File: config.mk
export PLATFORM = sky130hd
export DESIGN_NAME = binary_grid_neighbor_count_unit
export DESIGN_NICKNAME = d
export VERILOG_FILES = /design/src/rtl/core/bgnc_pkg.sv /design/src/rtl/core/bgnc_cell.sv /design/src/rtl/core/bgnc_count.sv /design/src/rtl/core/bgnc_emit.sv /design/src/rtl/core/binary_grid_neighbor_count_unit.sv
export SDC_FILE = /design/constraint.sdc
export NUM_CORES = 1
export LEC_CHECK = 0
export BUFFER_PORTS_ARGS = -buffer_cell sky130_fd_sc_hd__buf_2
export CAP_MARGIN = 20
export CORE_ASPECT_RATIO = 0.8
export CORE_MARGIN = 5
export CORE_UTILIZATION = 60
export DETAILED_ROUTE_END_ITERATION = 10
export GPL_ROUTABILITY_DRIVEN = 0
export GPL_TIMING_DRIVEN = 0
export PLACE_DENSITY_LB_ADDON = 0.1
export SYNTH_ARGS = -nofsm -noshare
export SYNTH_HDL_FRONTEND = slang
export SYNTH_SLANG_ARGS = --single-unit
File: constraint.sdc
create_clock -name clk -period 4.2 [get_ports clk]
set_input_delay 0.42 -clock clk [delete_from_list [all_inputs] [get_ports clk]]
set_output_delay 0.42 -clock clk [all_outputs]
set_load 0.005 [all_outputs]
File: src/rtl/core/bgnc_pkg.sv
package bgnc_pkg;

    localparam int GRID_SIZE_W = 7;
    localparam logic [GRID_SIZE_W-1:0] GRID_SIZE_RESET = 7'd64;

    localparam int HIST_W = 3;
    localparam int TOTAL_W = 4;
    localparam int POS_OUT_W = 6;

    localparam int RES_N = 4;
    localparam int SLOT_W = 2;

    localparam logic [SLOT_W-1:0] SLOT_UP_LEFT = 2'd0;
    localparam logic [SLOT_W-1:0] SLOT_UP_EDGE = 2'd1;
    localparam logic [SLOT_W-1:0] SLOT_LOW_LEFT = 2'd2;
    localparam logic [SLOT_W-1:0] SLOT_LOW_EDGE = 2'd3;

    typedef logic [HIST_W-1:0] hist_t;

    typedef struct packed {
        logic [RES_N-1:0] hit;
        logic [RES_N-1:0][TOTAL_W-1:0] total;
    } res_set_t;

    function automatic logic [1:0] pop3(input logic [HIST_W-1:0] x);
        pop3 = 2'(x[0]) + 2'(x[1]) + 2'(x[2]);
    endfunction

endpackage

File: src/rtl/core/bgnc_cell.sv
module bgnc_cell #(
    parameter int INDEX = 0,
    parameter int POS_W = 6
) (
    input  logic                 clk,
    input  logic                 shift_en,
    input  logic [POS_W-1:0]     side_last,
    input  bgnc_pkg::hist_t      new_hist,
    input  bgnc_pkg::hist_t      right_hist,
    output bgnc_pkg::hist_t      hist
);

    bgnc_pkg::hist_t hist_reg;
    bgnc_pkg::hist_t hist_next;
    logic            insert;

    assign insert = (side_last == POS_W'(INDEX));

    always_comb
    begin
        hist_next = hist_reg;
        if (shift_en)
        begin
            hist_next = insert ? new_hist : right_hist;
        end
    end

    always_ff @(posedge clk)
    begin
        hist_reg <= hist_next;
    end

    assign hist = hist_reg;

endmodule

File: src/rtl/core/bgnc_count.sv
module bgnc_count #(
    parameter int POS_W = 6
) (
    input  logic                 clk,
    input  logic                 accept,
    input  logic                 cell_set,
    input  bgnc_pkg::hist_t      old_hist,
    input  logic [POS_W-1:0]     row,
    input  logic [POS_W-1:0]     col,
    input  logic [POS_W-1:0]     side_last,
    output bgnc_pkg::hist_t      new_hist,
    output bgnc_pkg::res_set_t   res
);

    bgnc_pkg::hist_t w1_reg;
    bgnc_pkg::hist_t w1_next;
    bgnc_pkg::hist_t w2_reg;
    bgnc_pkg::hist_t w2_next;

    bgnc_pkg::hist_t h0;
    bgnc_pkg::hist_t m_up;
    bgnc_pkg::hist_t m_low;
    logic            row_ge1;
    logic            row_ge2;
    logic            col_ge1;
    logic            col_ge2;
    logic            row_end;
    logic            col_end;
    logic [bgnc_pkg::TOTAL_W-1:0] t_up_a;
    logic [bgnc_pkg::TOTAL_W-1:0] t_up_b;
    logic [bgnc_pkg::TOTAL_W-1:0] t_low_a;
    logic [bgnc_pkg::TOTAL_W-1:0] t_low_b;

    assign h0 = {old_hist[1:0], cell_set};
    assign new_hist = h0;

    assign row_ge1 = (row != '0);
    assign row_ge2 = (row > POS_W'(1));
    assign col_ge1 = (col != '0);
    assign col_ge2 = (col > POS_W'(1));
    assign row_end = (row == side_last);
    assign col_end = (col == side_last);

    assign m_up  = {row_ge2, 1'b1, 1'b1};
    assign m_low = {1'b0, row_ge1, 1'b1};

    always_comb
    begin
        t_up_a = bgnc_pkg::TOTAL_W'(bgnc_pkg::pop3(h0 & m_up))
               + bgnc_pkg::TOTAL_W'(bgnc_pkg::pop3(w1_reg & m_up))
               + (col_ge2 ? bgnc_pkg::TOTAL_W'(bgnc_pkg::pop3(w2_reg & m_up))
                          : bgnc_pkg::TOTAL_W'(0));
        t_up_b = bgnc_pkg::TOTAL_W'(bgnc_pkg::pop3(h0 & m_up))
               + (col_ge1 ? bgnc_pkg::TOTAL_W'(bgnc_pkg::pop3(w1_reg & m_up))
                          : bgnc_pkg::TOTAL_W'(0));
        t_low_a = bgnc_pkg::TOTAL_W'(bgnc_pkg::pop3(h0 & m_low))
                + bgnc_pkg::TOTAL_W'(bgnc_pkg::pop3(w1_reg & m_low))
                + (col_ge2 ? bgnc_pkg::TOTAL_W'(bgnc_pkg::pop3(w2_reg & m_low))
                           : bgnc_pkg::TOTAL_W'(0));
        t_low_b = bgnc_pkg::TOTAL_W'(bgnc_pkg::pop3(h0 & m_low))
                + (col_ge1 ? bgnc_pkg::TOTAL_W'(bgnc_pkg::pop3(w1_reg & m_low))
                           : bgnc_pkg::TOTAL_W'(0));
    end

    always_comb
    begin
        res.hit[bgnc_pkg::SLOT_UP_LEFT]    = row_ge1 && col_ge1;
        res.hit[bgnc_pkg::SLOT_UP_EDGE]    = row_ge1 && col_end;
        res.hit[bgnc_pkg::SLOT_LOW_LEFT]   = row_end && col_ge1;
        res.hit[bgnc_pkg::SLOT_LOW_EDGE]   = row_end && col_end;
        res.total[bgnc_pkg::SLOT_UP_LEFT]  = t_up_a;
        res.total[bgnc_pkg::SLOT_UP_EDGE]  = t_up_b;
        res.total[bgnc_pkg::SLOT_LOW_LEFT] = t_low_a;
        res.total[bgnc_pkg::SLOT_LOW_EDGE] = t_low_b;
    end

    always_comb
    begin
        w1_next = w1_reg;
        w2_next = w2_reg;
        if (accept)
        begin
            w1_next = h0;
            w2_next = w1_reg;
        end
    end

    always_ff @(posedge clk)
    begin
        w1_reg <= w1_next;
        w2_reg <= w2_next;
    end

endmodule

File: src/rtl/core/bgnc_emit.sv
module bgnc_emit #(
    parameter int POS_W = 6
) (
    input  logic                                clk,
    input  logic                                rst_n,
    input  logic                                accept,
    input  bgnc_pkg::res_set_t                  res,
    input  logic [POS_W-1:0]                    row,
    input  logic [POS_W-1:0]                    col,
    output logic                                take_ok,
    output logic                                out_valid,
    input  logic                                out_stall,
    output logic [bgnc_pkg::POS_OUT_W-1:0]      out_row,
    output logic [bgnc_pkg::POS_OUT_W-1:0]      out_col,
    output logic [bgnc_pkg::TOTAL_W-1:0]        neighbor_total,
    output logic                                run_end
);

    logic [bgnc_pkg::RES_N-1:0]                 pend_hit_reg;
    logic [bgnc_pkg::RES_N-1:0]                 pend_hit_next;
    logic [bgnc_pkg::RES_N-1:0][bgnc_pkg::TOTAL_W-1:0] pend_total_reg;
    logic [bgnc_pkg::RES_N-1:0][bgnc_pkg::TOTAL_W-1:0] pend_total_next;
    logic [POS_W-1:0]                           pend_row_reg;
    logic [POS_W-1:0]                           pend_row_next;
    logic [POS_W-1:0]                           pend_col_reg;
    logic [POS_W-1:0]                           pend_col_next;

    logic                                       out_valid_reg;
    logic                                       out_valid_next;
    logic [bgnc_pkg::POS_OUT_W-1:0]             out_row_reg;
    logic [bgnc_pkg::POS_OUT_W-1:0]             out_row_next;
    logic [bgnc_pkg::POS_OUT_W-1:0]             out_col_reg;
    logic [bgnc_pkg::POS_OUT_W-1:0]             out_col_next;
    logic [bgnc_pkg::TOTAL_W-1:0]               out_total_reg;
    logic [bgnc_pkg::TOTAL_W-1:0]               out_total_next;
    logic                                       run_end_reg;
    logic                                       run_end_next;

    logic                                       out_free;
    logic                                       load;
    logic [bgnc_pkg::SLOT_W-1:0]                sel;
    logic [bgnc_pkg::RES_N-1:0]                 remaining;
    logic [POS_W-1:0]                           sel_row;
    logic [POS_W-1:0]                           sel_col;

    assign out_free = !out_valid_reg || !out_stall;
    assign load     = (pend_hit_reg != '0) && out_free;

    always_comb
    begin
        priority if (pend_hit_reg[bgnc_pkg::SLOT_UP_LEFT])
        begin
            sel = bgnc_pkg::SLOT_UP_LEFT;
        end
        else if (pend_hit_reg[bgnc_pkg::SLOT_UP_EDGE])
        begin
            sel = bgnc_pkg::SLOT_UP_EDGE;
        end
        else if (pend_hit_reg[bgnc_pkg::SLOT_LOW_LEFT])
        begin
            sel = bgnc_pkg::SLOT_LOW_LEFT;
        end
        else
        begin
            sel = bgnc_pkg::SLOT_LOW_EDGE;
        end
    end

    always_comb
    begin
        remaining      = pend_hit_reg;
        remaining[sel] = 1'b0;
    end

    assign sel_row = (sel == bgnc_pkg::SLOT_UP_LEFT || sel == bgnc_pkg::SLOT_UP_EDGE)
                   ? pend_row_reg - POS_W'(1) : pend_row_reg;
    assign sel_col = (sel == bgnc_pkg::SLOT_UP_LEFT || sel == bgnc_pkg::SLOT_LOW_LEFT)
                   ? pend_col_reg - POS_W'(1) : pend_col_reg;

    assign take_ok = (pend_hit_reg == '0) || (load && (remaining == '0));

    always_comb
    begin
        pend_hit_next   = pend_hit_reg;
        pend_total_next = pend_total_reg;
        pend_row_next   = pend_row_reg;
        pend_col_next   = pend_col_reg;
        if (accept)
        begin
            pend_hit_next   = res.hit;
            pend_total_next = res.total;
            pend_row_next   = row;
            pend_col_next   = col;
        end
        else if (load)
        begin
            pend_hit_next = remaining;
        end
    end

    always_comb
    begin
        out_valid_next = out_valid_reg;
        out_row_next   = out_row_reg;
        out_col_next   = out_col_reg;
        out_total_next = out_total_reg;
        run_end_next   = run_end_reg;
        if (out_free)
        begin
            out_valid_next = load;
        end
        if (load)
        begin
            out_row_next   = bgnc_pkg::POS_OUT_W'(sel_row);
            out_col_next   = bgnc_pkg::POS_OUT_W'(sel_col);
            out_total_next = pend_total_reg[sel];
            run_end_next   = (remaining == '0);
        end
    end

    always_ff @(posedge clk or negedge rst_n)
    begin
        if (!rst_n)
        begin
            pend_hit_reg  <= '0;
            out_valid_reg <= 1'b0;
        end
        else
        begin
            pend_hit_reg  <= pend_hit_next;
            out_valid_reg <= out_valid_next;
        end
    end

    always_ff @(posedge clk)
    begin
        pend_total_reg <= pend_total_next;
        pend_row_reg   <= pend_row_next;
        pend_col_reg   <= pend_col_next;
        out_row_reg    <= out_row_next;
        out_col_reg    <= out_col_next;
        out_total_reg  <= out_total_next;
        run_end_reg    <= run_end_next;
    end

    assign out_valid      = out_valid_reg;
    assign out_row        = out_row_reg;
    assign out_col        = out_col_reg;
    assign neighbor_total = out_total_reg;
    assign run_end        = run_end_reg;

    a_accept_lands: assert property (@(posedge clk) disable iff (!rst_n)
        accept |=> (pend_hit_reg == $past(res.hit)))
        else $error("accepted result set not captured");

    a_load_shows: assert property (@(posedge clk) disable iff (!rst_n)
        load |=> out_valid_reg)
        else $error("loaded result not presented");

    a_last_marks_end: assert property (@(posedge clk) disable iff (!rst_n)
        (load && (remaining == '0)) |=> run_end_reg)
        else $error("final result of an item lacks run_end");

endmodule

File: src/rtl/core/binary_grid_neighbor_count_unit.sv
// Path: an item's result set is registered as the pending set, then moves result by result into
// the single output register, one entry per cycle while out_stall is low. Throughput: one item
// per cycle while each item gives at most one result and the output is not stalled; an item with
// more results (up to four at row and grid ends) stalls the input until its pending set drains.
// Reset: position returns to row 0, column 0 and grid_size to 64; the column chain is not
// cleared, since only rows of the current grid are ever counted.
module binary_grid_neighbor_count_unit #(
    parameter int MAX_SIDE = 64
) (
    input  logic                                    clk,
    input  logic                                    rst_n,
    input  logic                                    cfg_valid,
    output logic                                    cfg_ready,
    input  logic [bgnc_pkg::GRID_SIZE_W-1:0]        grid_size,
    input  logic                                    in_valid,
    output logic                                    in_stall,
    input  logic                                    cell_set,
    output logic                                    out_valid,
    input  logic                                    out_stall,
    output logic [bgnc_pkg::POS_OUT_W-1:0]          out_row,
    output logic [bgnc_pkg::POS_OUT_W-1:0]          out_col,
    output logic [bgnc_pkg::TOTAL_W-1:0]            neighbor_total,
    output logic                                    run_end
);

    localparam int POS_W = (MAX_SIDE > 1) ? $clog2(MAX_SIDE) : 1;
    localparam int RESET_SIDE = (MAX_SIDE < int'(bgnc_pkg::GRID_SIZE_RESET))
                              ? MAX_SIDE : int'(bgnc_pkg::GRID_SIZE_RESET);
    localparam logic [POS_W-1:0] RESET_LAST = POS_W'(RESET_SIDE - 1);

    logic [POS_W-1:0]    side_last_reg;
    logic [POS_W-1:0]    side_last_next;
    logic [POS_W-1:0]    row_reg;
    logic [POS_W-1:0]    row_next;
    logic [POS_W-1:0]    col_reg;
    logic [POS_W-1:0]    col_next;

    logic                cfg_write;
    logic                accept;
    logic                take_ok;
    bgnc_pkg::hist_t     new_hist;
    bgnc_pkg::hist_t     chain_hist [MAX_SIDE];
    bgnc_pkg::res_set_t  res;

    assign cfg_ready = 1'b1;
    assign cfg_write = cfg_valid && cfg_ready;
    assign in_stall  = !take_ok;
    assign accept    = in_valid && !in_stall;

    always_comb
    begin
        side_last_next = side_last_reg;
        if (cfg_write)
        begin
            if (grid_size == '0)
            begin
                side_last_next = '0;
            end
            else if (32'(grid_size) >= MAX_SIDE)
            begin
                side_last_next = POS_W'(MAX_SIDE - 1);
            end
            else
            begin
                side_last_next = POS_W'(grid_size - bgnc_pkg::GRID_SIZE_W'(1));
            end
        end
    end

    always_comb
    begin
        row_next = row_reg;
        col_next = col_reg;
        if (cfg_write)
        begin
            row_next = '0;
            col_next = '0;
        end
        else if (accept)
        begin
            if (col_reg == side_last_reg)
            begin
                col_next = '0;
                row_next = (row_reg == side_last_reg) ? '0 : row_reg + POS_W'(1);
            end
            else
            begin
                col_next = col_reg + POS_W'(1);
            end
        end
    end

    always_ff @(posedge clk or negedge rst_n)
    begin
        if (!rst_n)
        begin
            side_last_reg <= RESET_LAST;
            row_reg       <= '0;
            col_reg       <= '0;
        end
        else
        begin
            side_last_reg <= side_last_next;
            row_reg       <= row_next;
            col_reg       <= col_next;
        end
    end

    for (genvar k = 0; k < MAX_SIDE; k++)
    begin : g_cell
        bgnc_pkg::hist_t right_hist;
        if (k == MAX_SIDE - 1)
        begin : g_tail
            assign right_hist = '0;
        end
        else
        begin : g_link
            assign right_hist = chain_hist[k+1];
        end

        bgnc_cell #(
            .INDEX (k),
            .POS_W (POS_W)
        ) u_cell (
            .clk        (clk),
            .shift_en   (accept),
            .side_last  (side_last_reg),
            .new_hist   (new_hist),
            .right_hist (right_hist),
            .hist       (chain_hist[k])
        );
    end

    bgnc_count #(
        .POS_W (POS_W)
    ) u_count (
        .clk       (clk),
        .accept    (accept),
        .cell_set  (cell_set),
        .old_hist  (chain_hist[0]),
        .row       (row_reg),
        .col       (col_reg),
        .side_last (side_last_reg),
        .new_hist  (new_hist),
        .res       (res)
    );

    bgnc_emit #(
        .POS_W (POS_W)
    ) u_emit (
        .clk            (clk),
        .rst_n          (rst_n),
        .accept         (accept),
        .res            (res),
        .row            (row_reg),
        .col            (col_reg),
        .take_ok        (take_ok),
        .out_valid      (out_valid),
        .out_stall      (out_stall),
        .out_row        (out_row),
        .out_col        (out_col),
        .neighbor_total (neighbor_total),
        .run_end        (run_end)
    );

    a_cfg_restart: assert property (@(posedge clk) disable iff (!rst_n)
        cfg_write |=> (row_reg == '0 && col_reg == '0))
        else $error("grid not restarted after grid_size write");

    a_grid_wrap: assert property (@(posedge clk) disable iff (!rst_n)
        (accept && !cfg_write && row_reg == side_last_reg && col_reg == side_last_reg)
        |=> (row_reg == '0 && col_reg == '0))
        else $error("position did not wrap at grid end");

endmodule

==> key figures <==
Status
  • Outcome: complete, no violations

Layout
  • Nets: about 820
  • Fillers: between 1000 and 1500
  • Finished Layout Cells: just over 1000
  • Antenna diode count: 0
  • Share of layout cells above drive strength 1: a little under a quarter
  • Fin util: approximately two thirds
  • Area growth, synth to finish: 11.29%
  • Max reg flops: 128

Logic synthesis
  • Synth cell types: between 40 and 50
  • Synth Net Count: 770
  • Count leader, synth: edfxtp_1
  • Sequential area share after synthesis: between 60 and 70%
  • Most used DFF post-synth: edfxtp_1
  • Synth area leader: edfxtp_1
  • Area contributors post-synth: edfxtp_1 56%, mux2_2 12%, dfrtp_1 4.4%
  • Gate Count Post-Synth: roughly 730
  • Top cells by count, synth: 177 x edfxtp_1, 104 x nand2_1, 102 x mux2_2
  • Yosys top cell area share: 55.59%
  • Average cell area after synthesis: 13.17 um^2
  • Yosys reg bits: 200
  • YS warnings: 0
  • Number of flops mapped to enable cells by yosys: between 150 and 200
  • Mapped Area: about 9600 um^2
  • Post-synth ARST share: a little under an eighth

Setup path
  • Critical path launch point type: flop
  • CP Cell Sequence: inv_1 -> clkbuf_1 -> fa_1 -> inv_1 -> ha_1 -> inv_1 -> fa_1 -> inv_1 -> ha_1 -> a21oi_1 -> nor2_1
  • Crit path top cell by count: inv_1
  • Buf/Inv on CP: 5
  • WP data arrival: 3850 ps
  • Slowest stage delay, CP: 660 ps
  • Critical Path Fanout Max: 10
  • Crit path max-delay family: adder cells
  • Crit path capture type: flop
  • Crit-path slowest cell: clkbuf_1
  • CP Class: flop to flop
  • CP required: between 4000 and 5000 ps

Detailed routing
  • Routed WL: between 15000 and 20000 um
  • DR pass1 iterations: 5
  • # DRC: 0
  • Via/cell ratio: roughly 5.8
  • Via count: roughly 6000
  • Routed wire length per instance: just under 20 um
  • Post-route ant nets: 0
  • 1st-iter DRT viols: 393

Floorplanning
  • Core region area: around 16000 um^2
  • Die area: around 19000 um^2
  • Die Y: about 120 um
  • Initial core utilization: between 60% and 70%
  • # rows: 41
  • IO Count: 33
  • Die width: 151.1 um

Timing
  • Hold_ws: between 200 and 300 ps
  • Slew HR: 29.24%
  • Setup TNS Final: 0 ps
  • Worst-margin pin slew: between 1000 and 1500 ps
  • Final Setup Violations: 0
  • Crit share post-route: just under 90%
  • Final hold violation count: 0
  • Slew Viols, Final: 0
  • Clock Skew: between 9 and 10 ps
  • Final min period: approximately 3600 ps
  • Fmax: approximately 270 MHz
  • RSZ-0062 raised after global routing: no

Power
  • Sw frac: between 20% and 30%
  • Worst vdd ir: roughly 0.31 mV
  • Sw Pwr: 1.006 mW
  • Power share of the combinational group: around 8.4%
  • Leak: about 4.0 nW
  • Sequential share of power: approximately 53%
  • Clock network fraction of design power: between 30 and 40%
  • Cell Int Power: 3.443 mW
  • Pwr/cell area: roughly 420 nW/um^2

Clock tree
  • CTS tree: built
  • # H-tree levels: 4
  • Reg clk slew, reported paths: 70 ps
  • CTS Buf Count: 17
  • Worst-case clock buffer depth: 2
  • Clk root buf: clkbuf_16
  • Clk_lat worst skew: approximately 450 ps
  • Clock tree sinks: 200

Placement
  • Placed cell count: 973
  • Quantity of I/O buffers inserted on ports: 31
  • Dpl hpwl: 13230 um

Global route
  • Vias in the first global route: 5969
  • Number of antenna violations at the first check in global routing: 0
  • Gr usage total: about 23%
  • Largest net degree at the start of global routing: a little over 100
  • Global-route wire length before repair: 31340 um
  • GRT Residual Overflow: 0

Worst hold path
  • Min-Delay Path Class: input pin to flop

Job
  • MaxCap Viol Count: 0
==> worst min-delay path: stages <==
cell     delay [ps]
buf_2           110
nand2_1          80
nand3_1          90
==> cells in the final DEF (no fill, tap or decap), types with 5 or more instances in the layout <==
| cell type | instances |
|---|---|
| o21ai_0 | 40 |
| and2_1 | 7 |
| nor3_1 | 17 |
| mux2_2 | 102 |
| nor2_1 | 42 |
| fa_1 | 9 |
| nor2b_1 | 5 |
| clkbuf_16 | 17 |
| inv_1 | 32 |
| xor2_1 | 15 |
| clkbuf_1 | 25 |
| nand3_1 | 8 |
| o211ai_1 | 9 |
| dfstp_2 | 6 |
| xnor2_1 | 13 |
| a21oi_1 | 16 |
| dfrtp_1 | 17 |
| edfxtp_1 | 177 |
| or4_1 | 5 |
| buf_2 | 33 |
| or3_1 | 5 |
| nand2_1 | 104 |
| a32o_1 | 6 |
| ha_1 | 22 |
==> cell families after synthesis <==
family | share of synthesized area (%)
other | 0.03922
multiplexers | 12.33
adder cells (fa/ha/maj) | 4.868
buffers and inverters | 2.905
AND/OR/NAND/NOR | 10.05
XOR/XNOR | 2.565
flip-flops | 61.69
AO/OA/AOI/OAI | 5.549
==> metrics by stage <==
stage                     power (mW)  area, um^2  setup slack [ps]
after global routing           4.589       10640             351.7
after detailed placement       2.756       10020             557.2
final                          4.449       10640             558.9
after global placement         2.733        9985             559.5
after CTS                      4.455       10640             554.2
after floorplan                2.627        9560              1029
==> timing repair <==
item | CTS | global route
resized for setup | 0 | 0
buffers inserted | 0 | 0
hold buffers | 1 | 0
hold endpoints to repair | 17 | 0
==> layout make-up <==
| cell class | instances | area, um^2 | area share, % |
|---|---|---|---|
| Multi-Input combinational cell | 462 | 3388 | 31.84 |
| Timing Repair Buffer | 33 | 192.7 | 1.811 |
| Buffer | 31 | 157.7 | 1.482 |
| Clock inverter | 11 | 170.2 | 1.599 |
| Tap cell | 215 | 269.0 | 2.528 |
| Inverter | 33 | 123.9 | 1.164 |
| Sequential cell | 200 | 5898 | 55.43 |
| Clock buffer | 21 | 440.4 | 4.139 |
==> power by group through the flow <==
stage / sequential (mW) / combinational [mW] / clock, mW
2_1_floorplan: 2.37 / 0.253 / 0
3_3_place_gp: 2.39 / 0.347 / 0
3_5_place_dp: 2.39 / 0.367 / 0
4_1_cts: 2.35 / 0.374 / 1.73
5_1_grt: 2.36 / 0.414 / 1.82
6_report: 2.35 / 0.373 / 1.73
==> layer usage <==
layer	part of all wire [%]	global-route usage, %	up-vias
li1	-	-	2742
met1	41	28.37	2907
met2	51	38.36	176
met3	5.1	4.874	42
met4	2.8	9.513	0
met5	0	0	-
==> final timing paths <==
path,cells past startpoint,start,slack [ps],to
max,11,g_cell[0].u_cell.hist[0],560,u_emit.pend_total_reg[3]
min,3,out_stall,290,u_emit.out_valid
max reg2reg,11,g_cell[0].u_cell.hist[0],560,u_emit.pend_total_reg[3]
min reg2reg,0,u_count.w1_reg[2],450,u_count.w2_reg[2]
max in group asynchronous,2,rst_n,3330,side_last_reg[3]
min in group asynchronous,2,rst_n,500,col_reg[2]
No activity file was read; power rests on OpenSTA's default activity.
